===== config.mk =====
export PLATFORM = sky130hd
export DESIGN_NAME = rtt_retransmit_timeout_estimator
export DESIGN_NICKNAME = d
export VERILOG_FILES = /design/src/hw/rtl/rtt_pkg.sv /design/src/hw/rtl/rtt_cfg_regs.sv /design/src/hw/rtl/rtt_est_core.sv /design/src/hw/rtl/rtt_retransmit_timeout_estimator.sv
export SDC_FILE = /design/constraint.sdc
export NUM_CORES = 1
export LEC_CHECK = 0
export BUFFER_PORTS_ARGS = -buffer_cell sky130_fd_sc_hd__buf_2
export CAP_MARGIN = 20
export CORE_AREA = 2 2 248 250
export CTS_BUF_LIST = sky130_fd_sc_hd__clkbuf_4 sky130_fd_sc_hd__clkbuf_8 sky130_fd_sc_hd__clkbuf_16
export CTS_CLUSTER_SIZE = 16
export DETAILED_ROUTE_END_ITERATION = 12
export DIE_AREA = 0 0 250 252
export GPL_ROUTABILITY_DRIVEN = 1
export SLEW_MARGIN = 20
export SYNTH_ARGS = -nofsm -noshare
export SYNTH_HDL_FRONTEND = slang
export SYNTH_SLANG_ARGS = --single-unit

===== constraint.sdc =====
create_clock -name i_clk -period 13.2 [get_ports i_clk]
set_input_delay 1.32 -clock i_clk [delete_from_list [all_inputs] [get_ports i_clk]]
set_output_delay 1.32 -clock i_clk [all_outputs]
set_load 0.1 [all_outputs]

===== src/hw/rtl/rtt_pkg.sv =====
// shared types and constants of the retransmission timeout estimator
`default_nettype none

package rtt_pkg;

    // field widths
    localparam int RttW  = 16;
    localparam int EstW  = 19;
    localparam int CntW  = 8;
    localparam int MultW = 4;
    localparam int TsW   = 32;

    // event selector codes
    localparam logic [1:0] FUNC_SAMPLE  = 2'd0;
    localparam logic [1:0] FUNC_TIMEOUT = 2'd1;
    localparam logic [1:0] FUNC_REINIT  = 2'd2;

    // register indexes (byte address 4*index)
    localparam logic [1:0] REG_MIN_TIMEOUT = 2'd0;
    localparam logic [1:0] REG_MAX_TIMEOUT = 2'd1;
    localparam logic [1:0] REG_RETRY_LIMIT = 2'd2;
    localparam logic [1:0] REG_DEV_MULT    = 2'd3;

    // reset values
    localparam logic [RttW-1:0]  MIN_TIMEOUT_RST = 16'd2000;
    localparam logic [RttW-1:0]  MAX_TIMEOUT_RST = 16'd60000;
    localparam logic [CntW-1:0]  RETRY_LIMIT_RST = 8'd12;
    localparam logic [MultW-1:0] DEV_MULT_RST    = 4'd3;
    localparam logic [EstW-1:0]  DEV_INIT_X4     = 19'd4000;
    localparam logic [EstW-1:0]  EST_MAX         = 19'h7FFFF;
    localparam logic [RttW-1:0]  TIMEOUT_RST     = 16'd3000;
    localparam logic [RttW-1:0]  RTT_SAT         = 16'hFFFF;

    typedef struct packed {
        logic [RttW-1:0]  min_timeout;
        logic [RttW-1:0]  max_timeout;
        logic [CntW-1:0]  retry_limit;
        logic [MultW-1:0] dev_mult;
    } t_cfg;

    typedef struct packed {
        logic [RttW-1:0] timeout_ms;
        logic            give_up;
        logic [RttW-1:0] measured_rtt_ms;
    } t_result;

endpackage

`default_nettype wire


===== src/hw/rtl/rtt_cfg_regs.sv =====
// configuration register bank with its bus port
`default_nettype none

module rtt_cfg_regs (
    input  wire logic                 i_clk,
    input  wire logic                 i_rst_n,
    input  wire logic                 i_psel,
    input  wire logic                 i_penable,
    input  wire logic                 i_pwrite,
    input  wire logic [3:0]           i_paddr,
    input  wire logic [31:0]          i_pwdata,
    output logic      [31:0]          o_prdata,
    output logic                      o_pready,
    output rtt_pkg::t_cfg             o_cfg
);
    import rtt_pkg::*;

    t_cfg       r_cfg;
    logic       wr_en;
    logic [1:0] reg_idx;

    assign reg_idx  = i_paddr[3:2];
    assign wr_en    = i_psel & i_penable & i_pwrite;
    assign o_pready = 1'b1;
    assign o_cfg    = r_cfg;

    // register writes
    always_ff @(posedge i_clk) begin
        if (!i_rst_n) begin
            r_cfg.min_timeout <= MIN_TIMEOUT_RST;
            r_cfg.max_timeout <= MAX_TIMEOUT_RST;
            r_cfg.retry_limit <= RETRY_LIMIT_RST;
            r_cfg.dev_mult    <= DEV_MULT_RST;
        end else if (wr_en) begin
            case (reg_idx)
                REG_MIN_TIMEOUT: r_cfg.min_timeout <= i_pwdata[RttW-1:0];
                REG_MAX_TIMEOUT: r_cfg.max_timeout <= i_pwdata[RttW-1:0];
                REG_RETRY_LIMIT: r_cfg.retry_limit <= i_pwdata[CntW-1:0];
                REG_DEV_MULT:    r_cfg.dev_mult    <= i_pwdata[MultW-1:0];
                default: ;
            endcase
        end
    end

    // read back
    always_comb begin
        case (reg_idx)
            REG_MIN_TIMEOUT: o_prdata = {16'd0, r_cfg.min_timeout};
            REG_MAX_TIMEOUT: o_prdata = {16'd0, r_cfg.max_timeout};
            REG_RETRY_LIMIT: o_prdata = {24'd0, r_cfg.retry_limit};
            REG_DEV_MULT:    o_prdata = {28'd0, r_cfg.dev_mult};
            default:         o_prdata = 32'd0;
        endcase
    end

endmodule

`default_nettype wire


===== src/hw/rtl/rtt_est_core.sv =====
// estimator state and the single-pass update of srtt, deviation and timeout
`default_nettype none

module rtt_est_core (
    input  wire logic                 i_clk,
    input  wire logic                 i_rst_n,
    input  wire logic                 i_update,
    input  wire logic [1:0]           i_func,
    input  wire logic [15:0]          i_rtt,
    input  wire logic [7:0]           i_retransmit_count,
    input  wire rtt_pkg::t_cfg        i_cfg,
    output rtt_pkg::t_result          o_result
);
    import rtt_pkg::*;

    logic [EstW-1:0] r_srtt_x8, n_srtt_x8;
    logic [EstW-1:0] r_dev_x4,  n_dev_x4;
    logic [RttW-1:0] r_timeout, n_timeout;

    logic [RttW-1:0]   est_ms;
    logic [EstW:0]     s_sum;
    logic [EstW-1:0]   s_new;
    logic [RttW-1:0]   abs_err;
    logic [EstW:0]     d_sum;
    logic [EstW-1:0]   d_new;
    logic [EstW+3:0]   prod;
    logic [EstW+4:0]   tmo_sum;
    logic [RttW-1:0]   tmo_calc;
    logic [RttW-1:0]   tmo_double;

    // clamp with min checked first, so crossed limits favor min
    function automatic logic [RttW-1:0] clamp_to(input logic [EstW+4:0] v, input t_cfg cfg);
        logic [RttW-1:0] res;
        if (v < {8'd0, cfg.min_timeout}) begin
            res = cfg.min_timeout;
        end else if (v > {8'd0, cfg.max_timeout}) begin
            res = cfg.max_timeout;
        end else begin
            res = v[RttW-1:0];
        end
        return res;
    endfunction

    // smoothed rtt: srtt_x8 += rtt - srtt, saturated
    assign est_ms = r_srtt_x8[EstW-1:3];
    assign s_sum  = {1'b0, r_srtt_x8} - {4'd0, est_ms} + {4'd0, i_rtt};
    assign s_new  = s_sum[EstW] ? EST_MAX : s_sum[EstW-1:0];

    // mean deviation: dev_x4 += |err| - dev, saturated
    assign abs_err = (i_rtt >= est_ms) ? (i_rtt - est_ms) : (est_ms - i_rtt);
    assign d_sum   = {1'b0, r_dev_x4} - {3'd0, r_dev_x4[EstW-1:2]} + {4'd0, abs_err};
    assign d_new   = d_sum[EstW] ? EST_MAX : d_sum[EstW-1:0];

    // next estimator values
    always_comb begin
        case (i_func)
            FUNC_SAMPLE: begin
                n_srtt_x8 = s_new;
                n_dev_x4  = d_new;
            end
            FUNC_REINIT: begin
                n_srtt_x8 = '0;
                n_dev_x4  = DEV_INIT_X4;
            end
            default: begin
                n_srtt_x8 = r_srtt_x8;
                n_dev_x4  = r_dev_x4;
            end
        endcase
    end

    // timeout from the new estimators, and the doubled backoff
    assign prod       = {{EstW{1'b0}}, i_cfg.dev_mult} * {6'd0, n_dev_x4[EstW-1:2]};
    assign tmo_sum    = {8'd0, n_srtt_x8[EstW-1:3]} + {1'b0, prod};
    assign tmo_calc   = clamp_to(tmo_sum, i_cfg);
    assign tmo_double = clamp_to({7'd0, r_timeout, 1'b0}, i_cfg);

    always_comb begin
        case (i_func)
            FUNC_SAMPLE:  n_timeout = tmo_calc;
            FUNC_REINIT:  n_timeout = tmo_calc;
            FUNC_TIMEOUT: n_timeout = tmo_double;
            default:      n_timeout = r_timeout;
        endcase
    end

    // state registers
    always_ff @(posedge i_clk) begin
        if (!i_rst_n) begin
            r_srtt_x8 <= '0;
            r_dev_x4  <= DEV_INIT_X4;
            r_timeout <= TIMEOUT_RST;
        end else if (i_update) begin
            r_srtt_x8 <= n_srtt_x8;
            r_dev_x4  <= n_dev_x4;
            r_timeout <= n_timeout;
        end
    end

    // result word
    assign o_result.timeout_ms      = n_timeout;
    assign o_result.give_up         = (i_func == FUNC_TIMEOUT) &&
                                      (i_retransmit_count > i_cfg.retry_limit);
    assign o_result.measured_rtt_ms = (i_func == FUNC_SAMPLE) ? i_rtt : '0;

endmodule

`default_nettype wire


===== src/hw/rtl/rtt_retransmit_timeout_estimator.sv =====
// top level of the retransmission timeout estimator
// One event word in, one result word out. An event is captured in an input
// register (the round trip now_ms - sent_ms is taken modulo 2^32 and
// saturated to 65535 ms on the way in), then the smoothed RTT, the mean
// deviation and the timeout are updated in one pass into a result register.
// The block takes one word every cycle, through the input register and then
// the result register; the only limit is the output side taking results. Config writes
// take effect at the next event and are meant to be made while idle.
`default_nettype none

module rtt_retransmit_timeout_estimator (
    input  wire logic        i_clk,
    input  wire logic        i_rst_n,
    // event stream
    input  wire logic        s_axis_tvalid,
    output logic             s_axis_tready,
    input  wire logic [71:0] s_axis_tdata,   // now_ms[31:0], sent_ms[63:32], retransmit_count[71:64]
    input  wire logic [1:0]  s_axis_tuser,   // func[1:0]
    // result stream
    output logic             m_axis_tvalid,
    input  wire logic        m_axis_tready,
    output logic [39:0]      m_axis_tdata,   // timeout_ms[15:0], give_up[16], measured_rtt_ms[32:17], zero[39:33]
    // config port
    input  wire logic        psel,
    input  wire logic        penable,
    input  wire logic        pwrite,
    input  wire logic [3:0]  paddr,
    input  wire logic [31:0] pwdata,
    output logic      [31:0] prdata,
    output logic             pready
);
    import rtt_pkg::*;

    t_cfg      cfg;
    t_result   result;

    logic                r_in_valid;
    logic [1:0]          r_in_func;
    logic [RttW-1:0]     r_in_rtt;
    logic [CntW-1:0]     r_in_count;
    logic                r_out_valid;
    t_result             r_out;

    logic [TsW-1:0]      diff;
    logic [RttW-1:0]     rtt_sat;
    logic                in_load;
    logic                out_free;
    logic                move;

    // handshake
    assign out_free      = !r_out_valid || m_axis_tready;
    assign move          = r_in_valid && out_free;
    assign s_axis_tready = !r_in_valid || out_free;
    assign in_load       = s_axis_tvalid && s_axis_tready;

    // measured round trip, wrapped then saturated
    assign diff    = s_axis_tdata[31:0] - s_axis_tdata[63:32];
    assign rtt_sat = (|diff[TsW-1:RttW]) ? RTT_SAT : diff[RttW-1:0];

    // input register
    always_ff @(posedge i_clk) begin
        if (!i_rst_n) begin
            r_in_valid <= 1'b0;
        end else if (in_load) begin
            r_in_valid <= 1'b1;
        end else if (move) begin
            r_in_valid <= 1'b0;
        end
    end

    always_ff @(posedge i_clk) begin
        if (in_load) begin
            r_in_func  <= s_axis_tuser;
            r_in_rtt   <= rtt_sat;
            r_in_count <= s_axis_tdata[71:64];
        end
    end

    rtt_cfg_regs u_cfg (
        .i_clk     (i_clk),
        .i_rst_n   (i_rst_n),
        .i_psel    (psel),
        .i_penable (penable),
        .i_pwrite  (pwrite),
        .i_paddr   (paddr),
        .i_pwdata  (pwdata),
        .o_prdata  (prdata),
        .o_pready  (pready),
        .o_cfg     (cfg)
    );

    rtt_est_core u_core (
        .i_clk              (i_clk),
        .i_rst_n            (i_rst_n),
        .i_update           (move),
        .i_func             (r_in_func),
        .i_rtt              (r_in_rtt),
        .i_retransmit_count (r_in_count),
        .i_cfg              (cfg),
        .o_result           (result)
    );

    // result register
    always_ff @(posedge i_clk) begin
        if (!i_rst_n) begin
            r_out_valid <= 1'b0;
        end else if (out_free) begin
            r_out_valid <= r_in_valid;
        end
    end

    always_ff @(posedge i_clk) begin
        if (move) begin
            r_out <= result;
        end
    end

    assign m_axis_tvalid = r_out_valid;
    assign m_axis_tdata  = {7'd0, r_out.measured_rtt_ms, r_out.give_up, r_out.timeout_ms};

endmodule

`default_nettype wire

==> qor.csv <==
stage,metric,value,unit
global_routing,grt_start_max_net_pins,45,
worst_setup_path,critical_path_class,flop to flop,
finish,layout-area-overhead-vs-synth,12.3,%
timing,rsz0062_at_grt,no,
power,power.leakage,9.29,nW
timing,totalNegativeSetupSlack,0,ns
worst_setup_path,worst_path_buffer_plus_inverter_count,6,
run_status,outcome,finished clean,
logic_synthesis,yosys_warnings,0,
power,cellPowerDensity,224,nW/um2
worst_setup_path,r2r_slack,0.64,ns
routing,route.detailed.drc,0,
logic_synthesis,number_of_enable_flip_flop_cells_after_synthesis,59,
logic_synthesis,postSynth.topFlopCell,dfxtp_1,
worst_setup_path,worst-endpoint-required,13.41,ns
worst_setup_path,timing.critical_path.to_type,flop,
timing,final.setup_skew,0.0148,ns
worst_setup_path,critPathMaxStageDelay,0.55,ns
logic_synthesis,yosysTopAreaCell,ha_1,
timing,max_freq,0.0796,GHz
routing,wl_per_cell,17.7,um
finish,drive_gt1_frac,0.119,
worst_setup_path,timing.critical_path.mode_cell,fa_1,
cts,htreeDepth,4,
worst_setup_path,start_kind,flop,
routing,detail-route-antenna-nets,0,
timing,slew-limit-headroom,0.322,
worst_setup_path,worst_path_dominant_cell_family,compound AO/OA/AOI/OAI gates,
floorplan,die_x,250,um
floorplan,std_cell_rows,90,
floorplan,num_io_pins,192,
global_routing,global_route.overflow_total,0,
power,post-layout-total-power,4.52,mW
logic_synthesis,register_bit_count_reported_by_yosys,159,
power,vdd.ir_drop.worst,0.164,mV
hold_path,hp-class,flop to flop,
floorplan,die_height,252,um
floorplan,die-area,63000,um2
logic_synthesis,ys_types,90,
routing,dr_total_vias,16246,
routing,routed_via_density,5.27,
global_routing,track_usage,0.171,
logic_synthesis,synth.avg_cell_area,8.31,um2
timing,timing_worst_slew_pin_value,1.01,ns
cts,clkTransAtPathRegs,0.07,ns
placement,port_buffers,149,
timing,setup_violations,0,
logic_synthesis,synth_most_common_cell,inv_1,
logic_synthesis,synth.yosys.seq_area_share,0.210,
cts,clk_latency,0.47,ns
global_routing,first_global_vias,16383,
global_routing,antenna_found_initial,2,
job,timing.max_cap.violations,0,
cts,cts_hold_repair.buffers,0,
cts,cts.path.max_buffers,2,
routing,drt-pass1-iter-count,5,
placement,finalWeightedCongestion,0.933,
logic_synthesis,synth_area,18000,um2
timing,finalMaxSlewViolations,0,
placement,hpwlAfterDp,43.7,mm
floorplan,core-area,60100,um2
cts,cts.root.buffer_cell,clkbuf_16,
logic_synthesis,synth_area_leaders,"ha_1 14%, dfxtp_1 11%, edfxtp_1 9.8%, fa_1 8.9%, inv_1 5.4%",
floorplan,floorplan.initialDensity,0.299,
timing,final-hold-violation-count,0,
worst_setup_path,crit_arrival,12.76,ns
timing,layout_worst_path_cycle_share,0.951,
logic_synthesis,synth_cells,2167,
cts,cts_sinks,159,
worst_setup_path,critical-path-slowest-cell,fa_1,
cts,cts_tree,yes,
global_routing,grt_first_pass_wirelength,86.5,mm
worst_setup_path,timing.critical_path.fanout_max,17,
routing,final_wirelength,54.5,mm
logic_synthesis,fraction_of_synthesis_flops_using_an_asynchronous_set_or_reset_pin,0,
timing,post-route-min-period,12.56,ns
logic_synthesis,post-synth-top-area-fraction,0.142,
finish,final_nets,2690,
routing,initialDrtViolationCount,989,
logic_synthesis,netlist_top_cells_count,"261 x inv_1, 205 x ha_1, 181 x nand2_1, 159 x nor2_1, 146 x a21oi_1",
timing,hold_slack,0.466,ns
cts,cts-buffers-inserted,17,
## timing repair
action                     in CTS  in global routing
buffers inserted                0                  0
setup endpoints to repair       0                 16
resized for setup               0                  2
## placed cells by master, fill, tap and decap left out, types with 19 or more instances in the layout
cell type / n
edfxtp_1: 59
a21oi_1: 146
o21a_1: 26
and3_1: 26
clkbuf_16: 19
or3_1: 21
o211ai_1: 28
fa_1: 80
nor2b_1: 21
o22ai_1: 28
buf_4: 41
nand2_1: 181
ha_1: 205
o21ai_0: 95
xor2_1: 20
buf_2: 149
xnor2_1: 47
inv_1: 260
conb_1: 24
a211oi_1: 29
nor3_1: 47
mux2i_1: 71
nor2_1: 158
a21o_1: 66
nand4_1: 37
dfxtp_1: 100
## through the flow
stage          worst slack [ns]   util  std cells  area (um2)
6_report                  0.645  0.336       3084       20200
5_1_grt                0.000307  0.336       3084       20200
4_1_cts                   0.541  0.336       3083       20200
3_5_place_dp              0.569  0.326       3051       19600
3_3_place_gp              0.713  0.326       3051       19600
2_1_floorplan              2.01      -       2189       18100
## layer usage
metal  global-route usage  vias to the layer above  part of all wire
met5                    0                        -                 0
met4               0.0498                        0             0.022
met3               0.0235                       77             0.047
met2                0.306                      443              0.49
met1                0.213                     7775              0.44
li1                     -                     7951                 -
## registers in the layout (all words and copies together), names as in the netlist, 2 cells and up
| name | cells |
|---|---|
| r_in_rtt | 16 |
| u_core.r_timeout | 16 |
| m_axis_tdata | 33 |
| r_in_count | 8 |
| u_cfg.o_cfg | 44 |
| u_core.r_dev_x4 | 19 |
| u_core.r_srtt_x8 | 19 |
| r_in_func | 2 |
## power by group
part	internal (mW)	switching, mW
combinational	1.29	2.08
sequential	0.593	0.0424
clock	0.280	0.244
total	2.16	2.36
## cell type report
type                    instances  area, um2
fillers                      6318      39900
well taps                     782        978
repair buffers                190       1050
diodes                          1       2.50
inverters                     264        991
flip-flops and latches        159       3770
clock buffers                  19        475
multi-input cells            1656      12800
clock inverters                13        126
## logic make-up after synthesis
logic type                 Yosys count  synth area share
adders and majority gates          285             0.231
other                                2          0.000417
and+or+nand+nor                    582             0.154
buffers and inverters              374            0.0846
DFF                                159             0.210
xor gates and xnor gates            67            0.0326
muxes                               94            0.0566
AOI/OAI and AO/OA                  604             0.231
## worst register-to-register path, delay by kind of cell, from the launching register on
family          cells  cell delay [ns]
fa+ha+maj           9             3.49
compound gates     16             3.72
buf+inv             6             0.67
xor+xnor            3             0.42
simple gates       13             3.24
flops               1             0.44
mux                 1             0.34
## worst paths after layout
check,startpoint,end,cells after the start
setup / recovery,r_in_rtt[0],m_axis_tdata[2],48
hold / removal,u_core.r_dev_x4[1],u_core.r_dev_x4[1],2
setup reg to reg,r_in_rtt[0],m_axis_tdata[2],48
hold reg to reg,u_core.r_dev_x4[1],u_core.r_dev_x4[1],2
(Power assumes the default switching activity.)
